**config.mk**
```make
export PLATFORM = sky130hd
export DESIGN_NAME = qgi_mul
export DESIGN_NICKNAME = d
export VERILOG_FILES = /design/src/rtl/core/qgi_pkg.sv /design/src/rtl/core/qgi_mul.sv
export SDC_FILE = /design/constraint.sdc
export NUM_CORES = 2
export LEC_CHECK = 0
export BUFFER_PORTS_ARGS = -buffer_cell sky130_fd_sc_hd__buf_4
export CELL_PAD_IN_SITES_DETAIL_PLACEMENT = 0
export CELL_PAD_IN_SITES_GLOBAL_PLACEMENT = 1
export CORE_ASPECT_RATIO = 1.2
export CORE_MARGIN = 3
export CORE_UTILIZATION = 47
export CTS_BUF_LIST = sky130_fd_sc_hd__clkbuf_16
export DETAILED_ROUTE_END_ITERATION = 7
export GPL_TIMING_DRIVEN = 0
export PLACE_DENSITY_LB_ADDON = 0.05
export SLEW_MARGIN = 20
export SYNTH_ARGS = -nofsm -noshare
export SYNTH_HDL_FRONTEND = slang
export SYNTH_SLANG_ARGS = --single-unit
```
**constraint.sdc**
```tcl
create_clock -name clk -period 9.5 [get_ports clk]
set_input_delay 1.9 -clock clk [delete_from_list [all_inputs] [get_ports clk]]
set_output_delay 1.9 -clock clk [all_outputs]
set_load 0.1 [all_outputs]
```
**src/rtl/core/qgi_pkg.sv**
```systemverilog
package qgi_pkg;

  localparam int MUL_W      = 33;
  localparam int PROD_W     = 66;
  localparam int ACC_W      = 58;
  localparam int NQ_W       = 44;
  localparam int ROOT_STEPS = 32;

  typedef enum logic [3:0] {
    ST_IDLE,
    ST_TERM_MUL,
    ST_TERM_ACC,
    ST_HI_MUL,
    ST_HI_ACC,
    ST_LO_MUL,
    ST_LO_ACC,
    ST_CHECK,
    ST_SCALE,
    ST_SQ_MUL,
    ST_SQ_ACC,
    ST_ROOT,
    ST_DIV,
    ST_OUT
  } state_t;

  typedef enum logic [1:0] {
    QS_W = 2'd0,
    QS_X = 2'd1,
    QS_Y = 2'd2,
    QS_Z = 2'd3
  } qsel_t;

  typedef enum logic [1:0] {
    RS_X = 2'd0,
    RS_Y = 2'd1,
    RS_Z = 2'd2
  } rsel_t;

  typedef struct packed {
    qsel_t qsel;
    rsel_t rsel;
    logic  neg;
  } term_sel_t;

  typedef struct packed {
    logic start;
    logic is_div;
  } rd_req_t;

  // q * (0, w) cross terms, one row per quaternion component
  function automatic term_sel_t term_sel(input logic [1:0] comp, input logic [1:0] term);
    term_sel_t ts;
    ts = '{qsel: QS_W, rsel: RS_X, neg: 1'b0};
    unique case ({comp, term})
      4'b00_00: ts = '{qsel: QS_X, rsel: RS_X, neg: 1'b1};
      4'b00_01: ts = '{qsel: QS_Y, rsel: RS_Y, neg: 1'b1};
      4'b00_10: ts = '{qsel: QS_Z, rsel: RS_Z, neg: 1'b1};
      4'b01_00: ts = '{qsel: QS_W, rsel: RS_X, neg: 1'b0};
      4'b01_01: ts = '{qsel: QS_Y, rsel: RS_Z, neg: 1'b0};
      4'b01_10: ts = '{qsel: QS_Z, rsel: RS_Y, neg: 1'b1};
      4'b10_00: ts = '{qsel: QS_W, rsel: RS_Y, neg: 1'b0};
      4'b10_01: ts = '{qsel: QS_X, rsel: RS_Z, neg: 1'b1};
      4'b10_10: ts = '{qsel: QS_Z, rsel: RS_X, neg: 1'b0};
      4'b11_00: ts = '{qsel: QS_W, rsel: RS_Z, neg: 1'b0};
      4'b11_01: ts = '{qsel: QS_X, rsel: RS_Y, neg: 1'b0};
      4'b11_10: ts = '{qsel: QS_Y, rsel: RS_X, neg: 1'b1};
      default:  ts = '{qsel: QS_W, rsel: RS_X, neg: 1'b0};
    endcase
    return ts;
  endfunction

endpackage

```
**src/rtl/core/qgi_mul.sv**
```systemverilog
module qgi_mul (
  input  logic                                clk,
  input  logic signed [qgi_pkg::MUL_W-1:0]    a,
  input  logic signed [qgi_pkg::MUL_W-1:0]    b,
  output logic signed [qgi_pkg::PROD_W-1:0]   p
);

  always_ff @(posedge clk) begin
    p <= qgi_pkg::PROD_W'(a) * qgi_pkg::PROD_W'(b);
  end

endmodule

```
==> flow_summary.json <==
{
  "dieWidth_um": 275,
  "cts-root-buf": "clkbuf_16",
  "drtAntennaViolNets": 0,
  "syn_area_mm2": 0.0407,
  "avgViaCountPerCell": 5.42,
  "multi_input_comb_area_mm2": 0.0344,
  "finalWeightedCongestion": 1.02,
  "m1WireLength_um": 52400,
  "maxSlewHeadroom_pct": 29.0,
  "worstHoldPathCells": 2,
  "drt-pass1-iter-count": 5,
  "flow.area_growth_from_synthesis_pct": 7.89,
  "number_of_antenna_violations_at_the_first_check_in_global_routing": 12,
  "postSynth.topFlopCell": "dfxtp_1",
  "synth.net_count": 5767,
  "clock-sinks": 66,
  "timing.critical_path.fanout_max": 10,
  "setup.worst_path.start_class": "primary input",
  "largest_register_ffs": 66,
  "grt_start_max_net_pins": 27,
  "coreArea_mm2": 0.0853,
  "placed_cells": 5600,
  "max_freq_mhz": 107,
  "post_layout_nonfiller_instances": 5644,
  "dr_total_vias": 30600,
  "finalSetupViolCount": 0,
  "path_class": "in2reg",
  "design.final.nets": 5928,
  "timing.final.crit_share_pct": 98.4,
  "holdBufCountCts": 0,
  "tightest_slew_ns": 1.06,
  "io-pin-count": 133,
  "placementRows": 117,
  "clock_transition_at_the_registers_of_the_reported_paths_ns": 0.06,
  "cts-buffers-inserted": 9,
  "chip_height_um": 328,
  "mostFrequentLayoutCell": "fa_1",
  "asyncSetResetFlopFracSynth_pct": 0,
  "report.final.hold_viol_count": 0,
  "timing.final.max_slew_violations": 0,
  "finalWirelength_um": 157000,
  "mostFrequentLayoutCells": "fa_1 (1,137), inv_1 (1,129), and2_1 (562)",
  "grt_overall_usage_pct": 36.2,
  "detail_route_met2_wl_um": 78300,
  "post_drt_wl_per_cell_um": 27.8,
  "largestRegisters": "p x66",
  "sequential_cell_area_mm2": 0.00132,
  "ys.warnings.count": 0,
  "synth_seq_cells": 66,
  "drive_above_1_share_pct": 8.81,
  "numPortBuffers": 132,
  "starting_density_of_the_core_pct": 47.7,
  "yosysUniqueCellTypes": 80,
  "critical_path.endpoint_type": "register",
  "highest_layer": "met5",
  "clock_tree_from_tritoncts": "done",
  "arrival_ns": 9.64,
  "largest-register": "p",
  "seq_area_frac_synth_pct": 3.24,
  "worst_hold_startpoint": "a[0]",
  "worstPathRequired_ns": 9.79,
  "dr.first_iter.drc_count": 1912,
  "ctsLongestPathBuffers": 2,
  "vias_in_the_first_global_route": 33400,
  "syn_area_per_cell_um2": 9.39,
  "num-fill-cells": 8350,
  "period_needed_ns": 9.35,
  "synth_enable_flop_cells": 0,
  "detailroute.wirelength.met3_um": 9460,
  "grt_pass1_wl_um": 228000,
  "worst_hold_path_type": "in2reg",
  "dp_hpwl_um": 138000,
  "grt-ovfl-total": 0,
  "hold_end": "p[0]$_DFF_P_",
  "drv_cap": 0,
  "syn_inst": 4338,
  "run_status": "complete, no violations",
  "clock_tree.htree_level_count": 3,
  "drc": 0,
  "setup_tns_ns": 0,
  "floorplan.die_area_mm2": 0.0903
}
## per-stage QoR
stage	instance area [um2]	hold WS (ns)	utilization (%)	setup WS, ns
final	43900	1.94	51.5	0.151
after global routing	43900	1.94	51.5	-0.00845
after CTS	43600	1.91	51.1	0.000854
after detailed placement	43100	2.32	50.6	-1.35
after global placement	43100	2.32	50.5	-1.70
after floorplan	40700	2.03	-	0.364
## cell type report
class,instances,share of cell area (%)
multi-input combinational,2920,78.2
clock buffer,9,0.512
sequential,66,3.01
timing repair buffer,157,2.75
inverter,1131,9.68
antenna,10,0.0569
buffer,214,2.40
clock inverter,7,0.157
tap,1130,3.22
## cell families (layout without fill, tap and decap cells)
kind of cell	after synthesis	in the layout	synth area share, %
XOR/XNOR	68	68	1.46
AND/OR/NAND/NOR	1271	1271	15.8
AO/OA/AOI/OAI	219	219	4.07
flip-flops	66	66	3.24
other	0	10	0
buffers and inverters	1352	1518	12.5
adder cells (fa/ha/maj)	1362	1362	62.9
## critical path, stage by stage
cell and delay, ns:
buf_4 0.12, clkbuf_1 0.79, nor2_1 0.18, fa_1 0.56, fa_1 0.43, fa_1 0.51
fa_1 0.54, fa_1 0.67, fa_1 0.47, fa_1 0.49, inv_1 0.05, fa_1 0.47
inv_1 0.04, ha_1 0.44, nand2_1 0.23, o21bai_1 0.38, a31oi_1 0.20, o221a_2 0.35
or2_2 0.32, nand3_2 0.13, a211oi_1 0.09, a311oi_1 0.26
## layer usage
metal	GRT usage, %	vias up
met3	4.98	465
li1	-	12700
met2	61.9	1224
met5	0	-
met4	30.0	2
met1	40.0	16200
## how the worst max path moves through the flow
stage	start	end	slack, ns	depth (start not counted)
floorplan	a[32]	p[62]$_DFF_P_	0.36	23
global placement	a[32]	p[64]$_DFF_P_	-1.70	24
detailed placement	a[32]	p[64]$_DFF_P_	-1.35	24
CTS	b[20]	p[58]$_DFF_P_	0.0009	24
global route	b[0]	p[58]$_DFF_P_	-0.008	25
finish	a[2]	p[64]$_DFF_P_	0.15	22
## synth_stat cells, drive strengths merged, types with 5 or more instances
cell	number	area [um2]
fa	1145	22900
inv	1131	4250
and2	563	3520
nand2	551	2070
ha	217	2720
clkbuf	208	781
nor2	68	255
dfxtp	66	1320
a21oi	61	328
xnor2	43	377
a21o	38	288
o21ai	33	173
nand3	26	135
xor2	25	219
buf	13	70.1
nand2b	12	75.1
nand4	12	81.3
a211oi	11	110
o21bai	11	82.6
a31oi	9	62.6
nor3	7	35.0
o31ai	7	104
a211o	6	52.6
and3	6	42.5
o21a	6	45.0
and4	5	43.8
nor2b	5	31.3
o211ai	5	51.3
## repair_timing
item                       in CTS  in global routing
buffers inserted                4                 20
setup endpoints to repair      22                 26
pin swaps                       2                  6
gates cloned                    0                  0
resized for setup              70                278
Power is left out: the tool's default activity adds up to more than one toggle a clock period on the data nets, which glitch-free logic cannot reach.
