`src/rtl/core/qgi_pkg.sv`:
```
package qgi_pkg;

  localparam int MUL_W      = 33;
  localparam int PROD_W     = 66;
  localparam int ACC_W      = 58;
  localparam int NQ_W       = 44;
  localparam int ROOT_STEPS = 32;

  typedef enum logic [3:0] {
    ST_IDLE,
    ST_TERM_MUL,
    ST_TERM_ACC,
    ST_HI_MUL,
    ST_HI_ACC,
    ST_LO_MUL,
    ST_LO_ACC,
    ST_CHECK,
    ST_SCALE,
    ST_SQ_MUL,
    ST_SQ_ACC,
    ST_ROOT,
    ST_DIV,
    ST_OUT
  } state_t;

  typedef enum logic [1:0] {
    QS_W = 2'd0,
    QS_X = 2'd1,
    QS_Y = 2'd2,
    QS_Z = 2'd3
  } qsel_t;

  typedef enum logic [1:0] {
    RS_X = 2'd0,
    RS_Y = 2'd1,
    RS_Z = 2'd2
  } rsel_t;

  typedef struct packed {
    qsel_t qsel;
    rsel_t rsel;
    logic  neg;
  } term_sel_t;

  typedef struct packed {
    logic start;
    logic is_div;
  } rd_req_t;

  // q * (0, w) cross terms, one row per quaternion component
  function automatic term_sel_t term_sel(input logic [1:0] comp, input logic [1:0] term);
    term_sel_t ts;
    ts = '{qsel: QS_W, rsel: RS_X, neg: 1'b0};
    unique case ({comp, term})
      4'b00_00: ts = '{qsel: QS_X, rsel: RS_X, neg: 1'b1};
      4'b00_01: ts = '{qsel: QS_Y, rsel: RS_Y, neg: 1'b1};
      4'b00_10: ts = '{qsel: QS_Z, rsel: RS_Z, neg: 1'b1};
      4'b01_00: ts = '{qsel: QS_W, rsel: RS_X, neg: 1'b0};
      4'b01_01: ts = '{qsel: QS_Y, rsel: RS_Z, neg: 1'b0};
      4'b01_10: ts = '{qsel: QS_Z, rsel: RS_Y, neg: 1'b1};
      4'b10_00: ts = '{qsel: QS_W, rsel: RS_Y, neg: 1'b0};
      4'b10_01: ts = '{qsel: QS_X, rsel: RS_Z, neg: 1'b1};
      4'b10_10: ts = '{qsel: QS_Z, rsel: RS_X, neg: 1'b0};
      4'b11_00: ts = '{qsel: QS_W, rsel: RS_Z, neg: 1'b0};
      4'b11_01: ts = '{qsel: QS_X, rsel: RS_Y, neg: 1'b0};
      4'b11_10: ts = '{qsel: QS_Y, rsel: RS_X, neg: 1'b1};
      default:  ts = '{qsel: QS_W, rsel: RS_X, neg: 1'b0};
    endcase
    return ts;
  endfunction

endpackage

```
`src/rtl/core/qgi_rootdiv.sv`:
```
module qgi_rootdiv #(
  parameter int FRAC_BITS = 30
) (
  input  logic             clk,
  input  logic             rst,
  input  qgi_pkg::rd_req_t req,
  input  logic [63:0]      radicand,
  input  logic [30:0]      dividend,
  input  logic [31:0]      divisor,
  output logic             done,
  output logic [63:0]      result
);

  logic        busy;
  logic        is_div;
  logic [5:0]  cnt;
  logic [63:0] rem;
  logic [63:0] acc;
  logic [63:0] bitm;

  logic [63:0] sub_b;
  logic [64:0] diff;
  logic        ge;
  logic [63:0] rem_sel;
  logic [63:0] rem_next;
  logic [63:0] acc_next;

  // one compare-subtract shared by root and divide steps
  always_comb begin
    sub_b    = is_div ? {32'b0, divisor} : (acc | bitm);
    diff     = {1'b0, rem} - {1'b0, sub_b};
    ge       = ~diff[64];
    rem_sel  = ge ? diff[63:0] : rem;
    rem_next = is_div ? {rem_sel[62:0], 1'b0} : rem_sel;
    if (is_div) begin
      acc_next = {acc[62:0], ge};
    end else begin
      acc_next = ge ? ((acc >> 1) | bitm) : (acc >> 1);
    end
  end

  assign done   = busy && (cnt == 6'd1);
  assign result = acc_next;

  always_ff @(posedge clk) begin
    if (rst) begin
      busy <= 1'b0;
      cnt  <= '0;
    end else if (req.start) begin
      busy <= 1'b1;
      cnt  <= req.is_div ? 6'(FRAC_BITS + 1) : 6'(qgi_pkg::ROOT_STEPS);
    end else if (busy) begin
      cnt  <= cnt - 6'd1;
      busy <= (cnt != 6'd1);
    end
  end

  always_ff @(posedge clk) begin
    if (req.start) begin
      is_div <= req.is_div;
      acc    <= '0;
      rem    <= req.is_div ? {33'b0, dividend} : radicand;
      bitm   <= 64'd1 << 62;
    end else if (busy) begin
      acc    <= acc_next;
      rem    <= rem_next;
      bitm   <= bitm >> 2;
    end
  end

endmodule

```
`config.mk`:
```
export PLATFORM = sky130hd
export DESIGN_NAME = qgi_rootdiv
export DESIGN_NICKNAME = d
export VERILOG_FILES = /design/src/rtl/core/qgi_pkg.sv /design/src/rtl/core/qgi_rootdiv.sv
export SDC_FILE = /design/constraint.sdc
export NUM_CORES = 1
export LEC_CHECK = 0
export ABC_AREA = 1
export BUFFER_PORTS_ARGS = -buffer_cell sky130_fd_sc_hd__buf_2
export CAP_MARGIN = 0
export CORE_AREA = 4 4 197 199
export DETAILED_ROUTE_END_ITERATION = 12
export DIE_AREA = 0 0 201 203
export GPL_TIMING_DRIVEN = 0
export PLACE_DENSITY_LB_ADDON = 0.3
export SYNTH_ARGS = -nofsm -noshare
export SYNTH_HDL_FRONTEND = slang
export SYNTH_SLANG_ARGS = --single-unit
```
`constraint.sdc`:
```
create_clock -name clk -period 4.95 [get_ports clk]
set_clock_uncertainty 0.2 [all_clocks]
set_input_delay 0.2475 -clock clk [delete_from_list [all_inputs] [get_ports clk]]
set_output_delay 0.2475 -clock clk [all_outputs]
set_load 0.05 [all_outputs]
```
==> qor.txt <==
most common cell after layout, fill and taps aside -> nand2_1
Setup Crit Path Kind -> flip-flop to output port
Req. time, crit path -> 4.50 ns
TritonCTS clock tree -> done
post-route ant nets -> 0
Initial Utilization -> 0.394
cell count after synthesis -> 2404
Main synth FF type -> dfxtp_1
Yosys top cell area share -> 0.221
number of global-route vias before repair -> 16138
Final Slew Violations -> 0
clock buffer depth -> 2
largest net degree at the start of global routing -> 48
filler cell count -> 3835
initial antenna violation count -> 1
Yosys warnings -> 0
Worst-path clk slew -> 0.07 ns
sequential cell area -> 0.00401 sq mm
synthesized area -> 0.0147 sq mm
Placed Instances -> 3074
PD cells -> 507 mW/mm^2
DR DRC count -> 0
final setup fails -> 0
Slew @ Worst Pin -> 0.992 ns
grt ovf -> 0
library cells used by synthesis -> 43
WL/cell -> 18.9 um
DRT iter0 DRCs -> 1524
Net Count, Synth -> 2602
Vias per Instance -> 5.32
Hold/Removal Path Class -> primary input to flip-flop
I/O Buffers -> 195
core box area -> 0.0372 sq mm
Hold Path Depth -> 3
Syn Area/Cell -> 6.10 sq um
hpwl dp -> 49.7 mm
largest cells by area after synthesis -> nand2_1, dfxtp_1, edfxtp_1
Area Growth Syn to Fin -> 21.3%
postcts setup bufs -> 0
status -> complete, no violations
Root Driver -> clkbuf_16
Die ar. -> 0.0408 sq mm
MaxCap Viol Count -> 0
Hold EP -> rem[25]
total CTS buffers -> 17
Seq cells post-synth -> 168
final hold violations -> 0
crit path launch type -> flip-flop
Async S/R FF share, synth -> 0
worst r2r src -> is_div
setup TNS -> 0 ns
RePlAce Congestion -> 1.03
Worst path max stage delay -> 0.42 ns
Ports -> 196
H-tree levels -> 4
most frequent cells in the layout -> nand2_1, inv_1, buf_2, nand3_1, nor2_1
GR Util All Layers -> 0.286
Critical Path AT -> 4.33 ns
multi-input logic area -> 0.00868 sq mm
Worst path slowest cell -> edfxtp_1
Worst VDD drop -> 0.000247 V
Post-synth EDFFs -> 65
R2R depth -> 22
Rel. slew slack -> 0.339
total wire length -> 60.5 mm
crit-path cells -> clkbuf_2 > buf_2 > nor2_1 > a21oi_1 > ha_1 > fa_1 > inv_1 > nand3_1 > nand2_2 > nand2_1 > nand2_2 > nand2_1 > nand2_2 > nand2_1 > nand2_2 > nand2_2 > nand2_4 > buf_6 > buf_6 > a21oi_1 > inv_1 > clkbuf_4
num rows -> 71
setup slack, reg-to-reg -> 0.46 ns
area leader, netlist -> nand2_1
share of layout cells above drive strength 1 -> 0.119
DRT Pass-1 Iters -> 6
CP max FO -> 10
CTS Sinks -> 168
CP dominant cell by count -> nand2_2
Tmin final -> 4.77 ns
fin cells -> 3193
period utilisation layout -> 0.965
via count -> 16975
Die Wd -> 201 um
final net count -> 2904
reg-to-reg endpoint -> rem[62]
global-route wire length before repair -> 91.2 mm
fmax -> 209 MHz
sequential share of the synthesized area -> 0.274
antenna fix cells -> 0
Chip Height -> 203 um
Pleak -> 0.00918 uW
worst skew pair latency -> 0.45 ns
Critical Path Sink Type -> output port
Hold WS -> 0.0132 ns
hold_sp -> dividend[25]
## cells by family (layout without fill, tap and decap cells)
family	after synthesis	in the layout	synth area share
adder cells (fa/ha/maj)	67	67	0.0577
buffers and inverters	504	819	0.135
AND/OR/NAND/NOR	1278	1278	0.356
AO/OA/AOI/OAI	355	355	0.158
flip-flops	168	168	0.274
XOR/XNOR	32	32	0.0191
## sequential cells by signal, indices dropped and copies added (netlist names)
signal	count
acc	64
bitm	32
busy	1
cnt	6
is_div	1
rem	64
## layer usage
layer / part of all wire / global-route usage / vias to the layer above / wire, um
li1: - / - / 8269 / -
met1: 0.43 / 0.390 / 7871 / 26100
met2: 0.45 / 0.469 / 733 / 27400
met3: 0.088 / 0.0487 / 100 / 5330
met4: 0.027 / 0.0811 / 2 / 1640
met5: 0.00021 / 0 / - / 13
## metrics by stage
step	cell area, sq um	power [uW]	util	setup slack (ns)
floorplan	14700	5680	-	0.676
global placement	16200	7300	0.436	-0.435
finish	17800	9020	0.478	0.175
detailed placement	16300	7370	0.437	-0.122
CTS	17800	8890	0.478	0.0162
global route	17800	9650	0.478	-0.00470
## worst max-delay path: cells and delay by family, from the launching register on
kind                     cells  cell delay (ns)
buffers and inverters        7             1.28
flip-flops                   1             0.42
AO/OA/AOI/OAI                2             0.22
AND/OR/NAND/NOR             11             1.30
adder cells (fa/ha/maj)      2             0.64
## repair_timing
item | 4_1_cts | 5_1_grt
resized for setup | 10 | 15
endpoints found under the hold margin | 69 | 0
endpoints found under the setup margin | 45 | 32
hold buffers | 88 | 0
## area by class of cell
type	instances	area share
buffer	81	0.0236
clock buffer	19	0.0261
clock inverter	13	0.00879
inverter	422	0.0890
multi-input combinational	1732	0.488
sequential	168	0.226
tap	474	0.0333
timing repair buffer	284	0.106
## worst max-delay path by stage
stage / slack [ns] / endpoint / startpoint / cells after the start
final: 0.18 / result[0] / is_div / 22
after global routing: -0.005 / result[0] / is_div / 19
after CTS: 0.02 / result[0] / is_div / 20
after detailed placement: -0.12 / rem[55] / is_div / 19
after global placement: -0.43 / rem[63] / req[1] / 8
after floorplan: 0.68 / result[28] / is_div / 16
## synth_stat cells (14+ instances only)
library cell	count
nand2_1	864
inv_1	419
nand3_1	182
nor2_1	157
dfxtp_1	103
a21oi_1	87
o21ai_0	84
ha_1	66
edfxtp_1	65
o22ai_1	60
clkbuf_1	59
o211ai_1	55
a22oi_1	32
xnor2_1	30
nor3_1	17
or2_2	15
o21ai_2	14
## where the power goes
part	switching [uW]	total, uW	internal [uW]	leakage, uW
Combinational	3900	5670	1780	0.00736
Sequential	156	1890	1730	0.00151
Clock	658	1460	803	0.000310
Total	4710	9020	4310	0.00918
Note: power is estimated with default switching activity, not from simulation.
